<file path="src/rtl/jbe_pkg.sv">
// ----------------------------------------------------------------------------
// jbe_pkg: shared types and constants for the integer bytecode execute core
// Opcode classes, fault codes and the decoded item passed front to back.
// ----------------------------------------------------------------------------
`default_nettype none
package jbe_pkg;

    localparam int STACK_DEPTH_DEF = 16;
    localparam int LOCAL_COUNT_DEF = 16;
    localparam logic [4:0] LOCALS_RESET = 5'd16;
    localparam logic [4:0] SHIFT_MASK = 5'b11111;

    localparam logic [2:0] FLT_OK    = 3'd0;
    localparam logic [2:0] FLT_UNSUP = 3'd1;
    localparam logic [2:0] FLT_UNDER = 3'd2;
    localparam logic [2:0] FLT_OVER  = 3'd3;
    localparam logic [2:0] FLT_LOCAL = 3'd4;

    localparam logic [3:0] K_PUSHC  = 4'd0;  // push constant value
    localparam logic [3:0] K_LOAD   = 4'd1;
    localparam logic [3:0] K_STORE  = 4'd2;
    localparam logic [3:0] K_IINC   = 4'd3;
    localparam logic [3:0] K_ADD    = 4'd4;
    localparam logic [3:0] K_SUB    = 4'd5;
    localparam logic [3:0] K_MUL    = 4'd6;
    localparam logic [3:0] K_SHL    = 4'd7;
    localparam logic [3:0] K_SHR    = 4'd8;
    localparam logic [3:0] K_IF1    = 4'd9;
    localparam logic [3:0] K_IF2    = 4'd10;
    localparam logic [3:0] K_GOTO   = 4'd11;
    localparam logic [3:0] K_RET    = 4'd12;
    localparam logic [3:0] K_IRET   = 4'd13;
    localparam logic [3:0] K_POP    = 4'd14;
    localparam logic [3:0] K_UNSUP  = 4'd15;

    localparam logic [7:0] OP_BIPUSH = 8'h10;
    localparam logic [7:0] OP_SIPUSH = 8'h11;
    localparam logic [7:0] OP_ILOAD  = 8'h15;
    localparam logic [7:0] OP_ISTORE = 8'h36;
    localparam logic [7:0] OP_POP    = 8'h57;
    localparam logic [7:0] OP_IADD   = 8'h60;
    localparam logic [7:0] OP_ISUB   = 8'h64;
    localparam logic [7:0] OP_IMUL   = 8'h68;
    localparam logic [7:0] OP_ISHL   = 8'h78;
    localparam logic [7:0] OP_ISHR   = 8'h7A;
    localparam logic [7:0] OP_IINC   = 8'h84;
    localparam logic [7:0] OP_GOTO   = 8'hA7;
    localparam logic [7:0] OP_IRET   = 8'hAC;
    localparam logic [7:0] OP_RET    = 8'hB1;
    localparam logic [7:0] OP_GETST  = 8'hB2;

    typedef struct packed {
        logic [3:0]  kind;
        logic [7:0]  lidx;     // local index when used
        logic        uses_local;
        logic [2:0]  cond;     // eq ne lt ge gt le
        logic [31:0] imm;      // pushed constant or iinc increment
        logic [15:0] off;      // branch offset
        logic [15:0] len;      // instruction length
    } dec_t;

    typedef struct packed {
        logic [15:0] pc_step;
        logic        done_res;
        logic        has_value;
        logic [31:0] return_value;
        logic [2:0]  fault;
        logic [4:0]  stack_level;
    } res_t;

endpackage
`default_nettype wire

</file>
<file path="src/rtl/java_int_bytecode_execute_core.sv">
// ----------------------------------------------------------------------------
// java_int_bytecode_execute_core: integer bytecode execute unit, top level
// Front decode, two-entry queue, back end with stack and locals.
// ----------------------------------------------------------------------------
// One bytecode item (opcode plus two code bytes) enters per cycle and one
// result item leaves per cycle in steady state. An item is decoded in the
// front end, waits in a two-entry queue, and is executed by the back end
// against the operand stack and local slots (reset clears the locals, the
// stack count goes to zero). The decoded item is registered in the queue,
// and its result is registered in the back end's result register; the back
// end's stack update, made as each item is taken, is what sets the
// one-item-per-cycle rate. A held result stalls the back end, and the input
// stalls once the queue holds two items. The cfg channel sets locals_in_use
// (reset 16) and is to be written only while no item is in flight.
`default_nettype none
module java_int_bytecode_execute_core #(
    parameter int STACK_DEPTH = jbe_pkg::STACK_DEPTH_DEF,
    parameter int LOCAL_COUNT = jbe_pkg::LOCAL_COUNT_DEF
) (
    input  wire logic        aclk,
    input  wire logic        aresetn,
    input  wire logic        cfg_valid,
    output logic             cfg_ready,
    input  wire logic [4:0]  cfg_data,      // locals_in_use
    input  wire logic        s_tvalid,
    output logic             s_tready,
    input  wire logic [23:0] s_tdata,       // req_type, operand_hi, operand_lo
    output logic             m_tvalid,
    input  wire logic        m_tready,
    output logic [63:0]      m_tdata        // pc_step, done_res, has_value,
                                            // return_value, fault, stack_level
);
    logic [4:0]    locals_reg;
    logic          q_valid, q_ready;
    jbe_pkg::dec_t q_data;
    jbe_pkg::res_t r;

    assign cfg_ready = 1'b1;
    always_ff @(posedge aclk) begin
        if (!aresetn) locals_reg <= jbe_pkg::LOCALS_RESET;
        else if (cfg_valid) locals_reg <= cfg_data;
    end

    jbe_decode u_dec (
        .aclk(aclk), .aresetn(aresetn),
        .in_valid(s_tvalid), .in_ready(s_tready),
        .op(s_tdata[7:0]), .hi(s_tdata[15:8]), .lo(s_tdata[23:16]),
        .q_valid(q_valid), .q_ready(q_ready), .q_data(q_data)
    );

    jbe_execute #(.STACK_DEPTH(STACK_DEPTH), .LOCAL_COUNT(LOCAL_COUNT)) u_exe (
        .aclk(aclk), .aresetn(aresetn), .locals_in_use(locals_reg),
        .q_valid(q_valid), .q_ready(q_ready), .q_data(q_data),
        .r_valid(m_tvalid), .r_ready(m_tready), .r_data(r)
    );

    assign m_tdata = {6'b0, r.stack_level, r.fault, r.return_value,
                      r.has_value, r.done_res, r.pc_step};
endmodule
`default_nettype wire

</file>
<file path="src/rtl/jbe_decode.sv">
// ----------------------------------------------------------------------------
// jbe_decode: front end
// Accepts bytecode items, classifies the opcode and queues the decoded item.
// ----------------------------------------------------------------------------
`default_nettype none
module jbe_decode (
    input  wire logic          aclk,
    input  wire logic          aresetn,
    input  wire logic          in_valid,
    output logic               in_ready,
    input  wire logic [7:0]    op,
    input  wire logic [7:0]    hi,
    input  wire logic [7:0]    lo,
    output logic               q_valid,
    input  wire logic          q_ready,
    output jbe_pkg::dec_t      q_data
);
    jbe_pkg::dec_t d;
    jbe_pkg::dec_t q_mem [2];
    logic [1:0] cnt_reg, cnt_next;
    logic       wp_reg, rp_reg;
    logic       push, pop;

    always_comb begin
        d = '0;
        d.off = {hi, lo};
        d.lidx = hi;
        d.len = 16'd1;
        d.kind = jbe_pkg::K_UNSUP;
        if (op >= 8'h02 && op <= 8'h08) begin
            d.kind = jbe_pkg::K_PUSHC;
            d.imm = {{24{op[7]}}, op} - 32'd3;
        end else begin
            case (op)
                jbe_pkg::OP_BIPUSH: begin
                    d.kind = jbe_pkg::K_PUSHC; d.imm = {{24{hi[7]}}, hi}; d.len = 16'd2;
                end
                jbe_pkg::OP_SIPUSH: begin
                    d.kind = jbe_pkg::K_PUSHC; d.imm = {{16{hi[7]}}, hi, lo};
                    d.len = 16'd3;
                end
                jbe_pkg::OP_GETST: begin
                    d.kind = jbe_pkg::K_PUSHC; d.len = 16'd3;
                end
                jbe_pkg::OP_ILOAD: begin
                    d.kind = jbe_pkg::K_LOAD; d.uses_local = 1'b1; d.len = 16'd2;
                end
                jbe_pkg::OP_ISTORE: begin
                    d.kind = jbe_pkg::K_STORE; d.uses_local = 1'b1; d.len = 16'd2;
                end
                jbe_pkg::OP_IINC: begin
                    d.kind = jbe_pkg::K_IINC; d.uses_local = 1'b1; d.len = 16'd3;
                    d.imm = {{24{lo[7]}}, lo};
                end
                jbe_pkg::OP_IADD: d.kind = jbe_pkg::K_ADD;
                jbe_pkg::OP_ISUB: d.kind = jbe_pkg::K_SUB;
                jbe_pkg::OP_IMUL: d.kind = jbe_pkg::K_MUL;
                jbe_pkg::OP_ISHL: d.kind = jbe_pkg::K_SHL;
                jbe_pkg::OP_ISHR: d.kind = jbe_pkg::K_SHR;
                jbe_pkg::OP_GOTO: d.kind = jbe_pkg::K_GOTO;
                jbe_pkg::OP_RET:  begin d.kind = jbe_pkg::K_RET; d.len = '0; end
                jbe_pkg::OP_IRET: begin d.kind = jbe_pkg::K_IRET; d.len = '0; end
                jbe_pkg::OP_POP:  d.kind = jbe_pkg::K_POP;
                default: begin
                    if (op >= 8'h1A && op <= 8'h1D) begin
                        d.kind = jbe_pkg::K_LOAD; d.uses_local = 1'b1;
                        d.lidx = op - 8'h1A;
                    end else if (op >= 8'h3B && op <= 8'h3E) begin
                        d.kind = jbe_pkg::K_STORE; d.uses_local = 1'b1;
                        d.lidx = op - 8'h3B;
                    end else if (op >= 8'h99 && op <= 8'h9E) begin
                        d.kind = jbe_pkg::K_IF1; d.cond = 3'(op - 8'h99); d.len = 16'd3;
                    end else if (op >= 8'h9F && op <= 8'hA4) begin
                        d.kind = jbe_pkg::K_IF2; d.cond = 3'(op - 8'h9F); d.len = 16'd3;
                    end
                end
            endcase
        end
    end

    // two-entry queue between front and back
    assign in_ready = (cnt_reg != 2'd2);
    assign push = in_valid && in_ready;
    assign pop  = q_valid && q_ready;
    assign q_valid = (cnt_reg != 2'd0);
    assign q_data = q_mem[rp_reg];
    assign cnt_next = cnt_reg + {1'b0, push} - {1'b0, pop};

    always_ff @(posedge aclk) begin
        if (push) begin
            q_mem[wp_reg] <= d;
        end
        if (!aresetn) begin
            cnt_reg <= '0;
            wp_reg <= 1'b0;
            rp_reg <= 1'b0;
        end else begin
            cnt_reg <= cnt_next;
            if (push) wp_reg <= ~wp_reg;
            if (pop) rp_reg <= ~rp_reg;
        end
    end

`ifndef SYNTH
    a_cnt_max: assert property (@(posedge aclk) disable iff (!aresetn)
        cnt_reg != 2'd3) else $error("queue count out of range");
    a_full_block: assert property (@(posedge aclk) disable iff (!aresetn)
        (cnt_reg == 2'd2) |-> !in_ready) else $error("accept while queue full");
    a_count_track: assert property (@(posedge aclk) disable iff (!aresetn)
        (push && !pop) |=> (cnt_reg == $past(cnt_reg) + 2'd1))
        else $error("queue count lost an item");
`endif
endmodule
`default_nettype wire

</file>
<file path="src/rtl/jbe_execute.sv">
// ----------------------------------------------------------------------------
// jbe_execute: back end
// Holds the operand stack and locals, executes one decoded item per cycle unless a held result stalls it.
// ----------------------------------------------------------------------------
`default_nettype none
module jbe_execute #(
    parameter int STACK_DEPTH = jbe_pkg::STACK_DEPTH_DEF,
    parameter int LOCAL_COUNT = jbe_pkg::LOCAL_COUNT_DEF
) (
    input  wire logic          aclk,
    input  wire logic          aresetn,
    input  wire logic [4:0]    locals_in_use,
    input  wire logic          q_valid,
    output logic               q_ready,
    input  wire jbe_pkg::dec_t q_data,
    output logic               r_valid,
    input  wire logic          r_ready,
    output jbe_pkg::res_t      r_data
);
    localparam int SW = $clog2(STACK_DEPTH + 1);
    localparam int SI = $clog2(STACK_DEPTH);
    localparam int LI = $clog2(LOCAL_COUNT);

    logic [31:0] stk_reg [STACK_DEPTH];
    logic [31:0] loc_reg [LOCAL_COUNT];
    logic [SW-1:0] sp_reg, sp_next;
    logic        rv_reg;
    jbe_pkg::res_t res_reg, res_next;

    logic        go, ok;
    logic [1:0]  pops;
    logic        pushes;
    logic [31:0] a, b, r, lval;
    logic [4:0]  sh;
    logic        cmp;
    logic signed [31:0] sa, sb;
    logic [LI-1:0] li;
    logic        lbad;
    logic [SW-1:0] top1, top2;
    logic [2:0]  fault;
    logic [SW:0] after;

    assign q_ready = !rv_reg || r_ready;
    assign go = q_valid && q_ready;
    assign r_valid = rv_reg;
    assign r_data = res_reg;

    assign top1 = sp_reg - SW'(1);
    assign top2 = sp_reg - SW'(2);
    assign li = q_data.lidx[LI-1:0];
    assign lval = loc_reg[li];

    always_comb begin
        pops = 2'd0;
        pushes = 1'b0;
        case (q_data.kind)
            jbe_pkg::K_PUSHC, jbe_pkg::K_LOAD: pushes = 1'b1;
            jbe_pkg::K_STORE, jbe_pkg::K_IF1, jbe_pkg::K_IRET, jbe_pkg::K_POP: pops = 2'd1;
            jbe_pkg::K_ADD, jbe_pkg::K_SUB, jbe_pkg::K_MUL, jbe_pkg::K_SHL,
            jbe_pkg::K_SHR: begin pops = 2'd2; pushes = 1'b1; end
            jbe_pkg::K_IF2: pops = 2'd2;
            default: ;
        endcase
        lbad = q_data.uses_local && ({3'b0, q_data.lidx[7:5] != 3'b0, q_data.lidx[4:0]} >=
               {4'b0, locals_in_use} || 32'(q_data.lidx) >= LOCAL_COUNT);
        after = {1'b0, sp_reg} - (SW+1)'(pops) + (SW+1)'(pushes);
        if (q_data.kind == jbe_pkg::K_UNSUP) fault = jbe_pkg::FLT_UNSUP;
        else if (lbad) fault = jbe_pkg::FLT_LOCAL;
        else if (32'(sp_reg) < 32'(pops)) fault = jbe_pkg::FLT_UNDER;
        else if (32'(after) > STACK_DEPTH) fault = jbe_pkg::FLT_OVER;
        else fault = jbe_pkg::FLT_OK;
        ok = (fault == jbe_pkg::FLT_OK);
    end

    // operand fetch: b is the top, a the one below
    always_comb begin
        b = stk_reg[top1[SI-1:0]];
        a = (pops == 2'd2) ? stk_reg[top2[SI-1:0]] : b;
        sa = a;
        sb = (q_data.kind == jbe_pkg::K_IF1) ? 32'sd0 : b;
        if (q_data.kind == jbe_pkg::K_IF1) sa = b;
        sh = b[4:0] & jbe_pkg::SHIFT_MASK;
        case (q_data.cond)
            3'd0: cmp = (sa == sb);
            3'd1: cmp = (sa != sb);
            3'd2: cmp = (sa < sb);
            3'd3: cmp = (sa >= sb);
            3'd4: cmp = (sa > sb);
            default: cmp = (sa <= sb);
        endcase
        case (q_data.kind)
            jbe_pkg::K_PUSHC: r = q_data.imm;
            jbe_pkg::K_LOAD:  r = lval;
            jbe_pkg::K_ADD:   r = a + b;
            jbe_pkg::K_SUB:   r = a - b;
            jbe_pkg::K_MUL:   r = a * b;
            jbe_pkg::K_SHL:   r = a << sh;
            jbe_pkg::K_SHR:   r = 32'($signed(a) >>> sh);
            default:          r = '0;
        endcase
    end

    always_comb begin
        sp_next = sp_reg;
        res_next = '0;
        if (ok) begin
            sp_next = after[SW-1:0];
            res_next.pc_step = q_data.len;
            case (q_data.kind)
                jbe_pkg::K_IF1, jbe_pkg::K_IF2:
                    if (cmp) res_next.pc_step = q_data.off;
                jbe_pkg::K_GOTO: res_next.pc_step = q_data.off;
                jbe_pkg::K_RET:  res_next.done_res = 1'b1;
                jbe_pkg::K_IRET: begin
                    res_next.done_res = 1'b1;
                    res_next.has_value = 1'b1;
                    res_next.return_value = b;
                end
                default: ;
            endcase
        end
        res_next.fault = fault;
        res_next.stack_level = 5'(ok ? after : {1'b0, sp_reg});
    end

    always_ff @(posedge aclk) begin
        if (go && ok) begin
            if (pushes) stk_reg[(pops == 2'd2) ? top2[SI-1:0] : sp_reg[SI-1:0]] <= r;
        end
        if (go) res_reg <= res_next;
        if (!aresetn) begin
            sp_reg <= '0;
            rv_reg <= 1'b0;
            for (int i = 0; i < LOCAL_COUNT; i++) loc_reg[i] <= '0;
        end else begin
            if (go) sp_reg <= sp_next;
            if (go) rv_reg <= 1'b1;
            else if (r_ready) rv_reg <= 1'b0;
            if (go && ok) begin
                if (q_data.kind == jbe_pkg::K_STORE) loc_reg[li] <= b;
                else if (q_data.kind == jbe_pkg::K_IINC) loc_reg[li] <= lval + q_data.imm;
            end
        end
    end

`ifndef SYNTH
    a_sp_bound: assert property (@(posedge aclk) disable iff (!aresetn)
        32'(sp_reg) <= STACK_DEPTH) else $error("stack pointer past depth");
    a_fault_hold: assert property (@(posedge aclk) disable iff (!aresetn)
        (go && !ok) |=> (sp_reg == $past(sp_reg))) else $error("fault changed stack");
    a_stall_hold: assert property (@(posedge aclk) disable iff (!aresetn)
        (rv_reg && !r_ready) |=> $stable(res_reg)) else $error("result lost");
`endif
endmodule
`default_nettype wire

</file>
<file path="config.mk">
export PLATFORM = sky130hd
export DESIGN_NAME = java_int_bytecode_execute_core
export DESIGN_NICKNAME = d
export VERILOG_FILES = /design/src/rtl/jbe_pkg.sv /design/src/rtl/java_int_bytecode_execute_core.sv /design/src/rtl/jbe_decode.sv /design/src/rtl/jbe_execute.sv
export SDC_FILE = /design/constraint.sdc
export NUM_CORES = 2
export LEC_CHECK = 0
export ABC_AREA = 1
export BUFFER_PORTS_ARGS = -buffer_cell sky130_fd_sc_hd__buf_2
export CAP_MARGIN = 20
export CORE_ASPECT_RATIO = 0.5
export CORE_MARGIN = 2
export CORE_UTILIZATION = 35
export DETAILED_ROUTE_END_ITERATION = 10
export PLACE_DENSITY = 0.49
export SYNTH_ARGS = -nofsm -noshare
export SYNTH_HDL_FRONTEND = slang
export SYNTH_HIERARCHICAL = 1
export SYNTH_SLANG_ARGS = --single-unit
</file>
<file path="constraint.sdc">
create_clock -name aclk -period 13.63 [get_ports aclk]
set_clock_uncertainty 0.15 [all_clocks]
set_input_delay 2.726 -clock aclk [delete_from_list [all_inputs] [get_ports aclk]]
set_output_delay 2.726 -clock aclk [all_outputs]
set_load 0.02 [all_outputs]
</file>
==> metrics.cfg <==
[drt]
drtPass1Iterations = 6
wl_um = 321000
avgViaCountPerCell = 5.46
wire_per_inst_um = 26.0
vias = 67443
drc = 0
antenna_left = 0
drt-initial-drc-count = 8029

[clock_tree]
clk_path_buf_depth = 3
clk_latency_ps = 780
numCtsBuffers = 118
cts_resized = 0
cts_setup_buffers = 0
hold_buffers = 0
cts_tree = yes
h-tree-depth = 3
cts-root-buf = clkbuf_16
cts.clk_slew.worst_paths_ps = 60
clkSinkCount = 1198

[placement]
placement.io_buffers = 93
place_inst = 12117
gp_congestion = 0.987
dp_hpwl_um = 219000

[floorplan]
pin_count = 101
core_area_um2 = 232000
fp.dieW_um = 687
start_util = 0.352
row_count = 125
die_area_um2 = 237000
die_h_um = 345

[sta]
rsz0062_at_grt = false
timing.fmax_mhz = 78.2
period_share = 0.938
worst_pin_slew_ps = 1290
slew_violations = 0
finalSetupTns_ps = 0
hold_viol_final = 0
setup_viol = 0
period_needed_ps = 12790
slew_headroom = 0.135

[global_routing]
grt_overflow = 0
grt_max_degree = 210
grt_pass1_wl_um = 462000
antenna_found_initial = 22
grt_usage = 0.265
grt_pass1_vias = 63871

[worst_setup_path]
rrSetupSlack_ps = 840
cp_num_buf_inv = 7
crit_family = adder cells
r2r_cells = 34
cp_max_fo = 25
crit_required_ps = 13710
rr_endpoint = u_exe/stk_reg[7][29]
crit_arrival_ps = 12870
critPathMostFrequentCell = fa_1
critical_path_class = reg2reg
slowest_delay_ps = 820
crit_path_end_kind = flip-flop
slowest_stage = inv_1
critPathLaunchType = flip-flop

[synthesis]
synth_async_sr_flop_share = 0
synth.most_common_cell = nand2_1
synth-edff-count = 1182
yosys_warnings = 6
synth.avg_cell_area_um2 = 8.80
syn_inst = 9268
synth_area_um2 = 81600
ys_ff_latch = 1198
yosysUniqueCellTypes = 73
yosysSeqAreaShare = 0.439
synthFlopType = edfxtp_1
netlist_top_cells_area = edfxtp_1 (44%), fa_1 (10%), nand2_1 (9.5%)
synth_commonest_cells = nand2_1 (2070), inv_1 (1185), edfxtp_1 (1182)
synth_top_area_frac = 0.435
yosysTopAreaCell = edfxtp_1

[final_layout]
fin_nets = 9829
layout.cells.non_filler = 12354
drive_above_1_share = 0.0823
area.growth.synth_to_final_pct = 9.51

[min_path]
hp-start = u_dec/rp_reg
holdPathStages = 1
min_path_type = reg2reg
whs_endpoint = u_dec/rp_reg

[run_status]
status = complete, no violations

[flow_run]
maxCapViolations = 0

cells by family (layout without fill, tap and decap cells):
group | count (synthesis) | after routing | synth area share
fa+ha+maj | 660 | 660 | 0.139
simple gates | 4009 | 4009 | 0.206
mux | 62 | 62 | 0.00837
flops | 1198 | 1198 | 0.439
xor+xnor | 96 | 96 | 0.0106
other cells | 3 | 25 | 0.000138
compound gates | 1423 | 1423 | 0.105
buf+inv | 1817 | 1770 | 0.0917
per-layer routing:
metal	track usage	routed length, µm
met1	0.380	142000
met2	0.403	140000
met3	0.0498	28300
met4	0.0837	11200
met5	0	89
worst register-to-register path: cells and delay by family, from the launching register on:
family / cells / cell delay [ps]
muxes: 1 / 470
and+or+nand+nor: 11 / 3180
AOI/OAI and AO/OA: 5 / 1210
xor gates and xnor gates: 1 / 170
buffers and inverters: 7 / 1720
DFF: 1 / 770
adders and majority gates: 9 / 4570
through the flow:
stage	setup WS, ps	utilization	cell area, µm²	hold slack, ps
after floorplan	3800	-	81700	275
after global placement	1090	0.367	85000	290
after detailed placement	1100	0.367	85100	296
after CTS	990	0.385	89200	304
after global routing	352	0.385	89300	332
final	842	0.385	89400	302
layout make-up:
| type | count | area, µm² |
|---|---|---|
| inverters | 1269 | 4790 |
| repair buffers | 277 | 2060 |
| well taps | 3111 | 3890 |
| fillers | 23461 | 143000 |
| clock inverters | 83 | 1040 |
| flip-flops and latches | 1198 | 35800 |
| clock buffers | 141 | 3050 |
| diodes | 4 | 10.0 |
| multi-input cells | 6271 | 38700 |
layout by cell type (no fill, tap or decap), types with 93 or more instances in the layout:
cell	count
nand2_1	2052
inv_1	1183
a22oi_1	280
nor2_1	875
o21ai_0	327
ha_1	247
nand3_1	813
buf_2	93
edfxtp_1	1182
clkbuf_16	118
buf_4	165
o211ai_1	120
a21oi_1	477
fa_1	411
worst max-delay path by stage:
| stage | cells after the start | end | slack, ps |
|---|---|---|---|
| 6_report | 34 | u_exe/stk_reg[7][29] | 840 |
| 5_1_grt | 34 | u_exe/stk_reg[6][29] | 350 |
| 4_1_cts | 34 | u_exe/stk_reg[6][29] | 990 |
| 3_5_place_dp | 34 | u_exe/stk_reg[5][29] | 1100 |
| 3_3_place_gp | 36 | u_exe/stk_reg[3][24] | 1090 |
| 2_1_floorplan | 42 | u_exe/stk_reg[0][29] | 3800 |
Power is not shown: default switching activity piles up to over one toggle a cycle in this logic, so the estimate is an artifact.
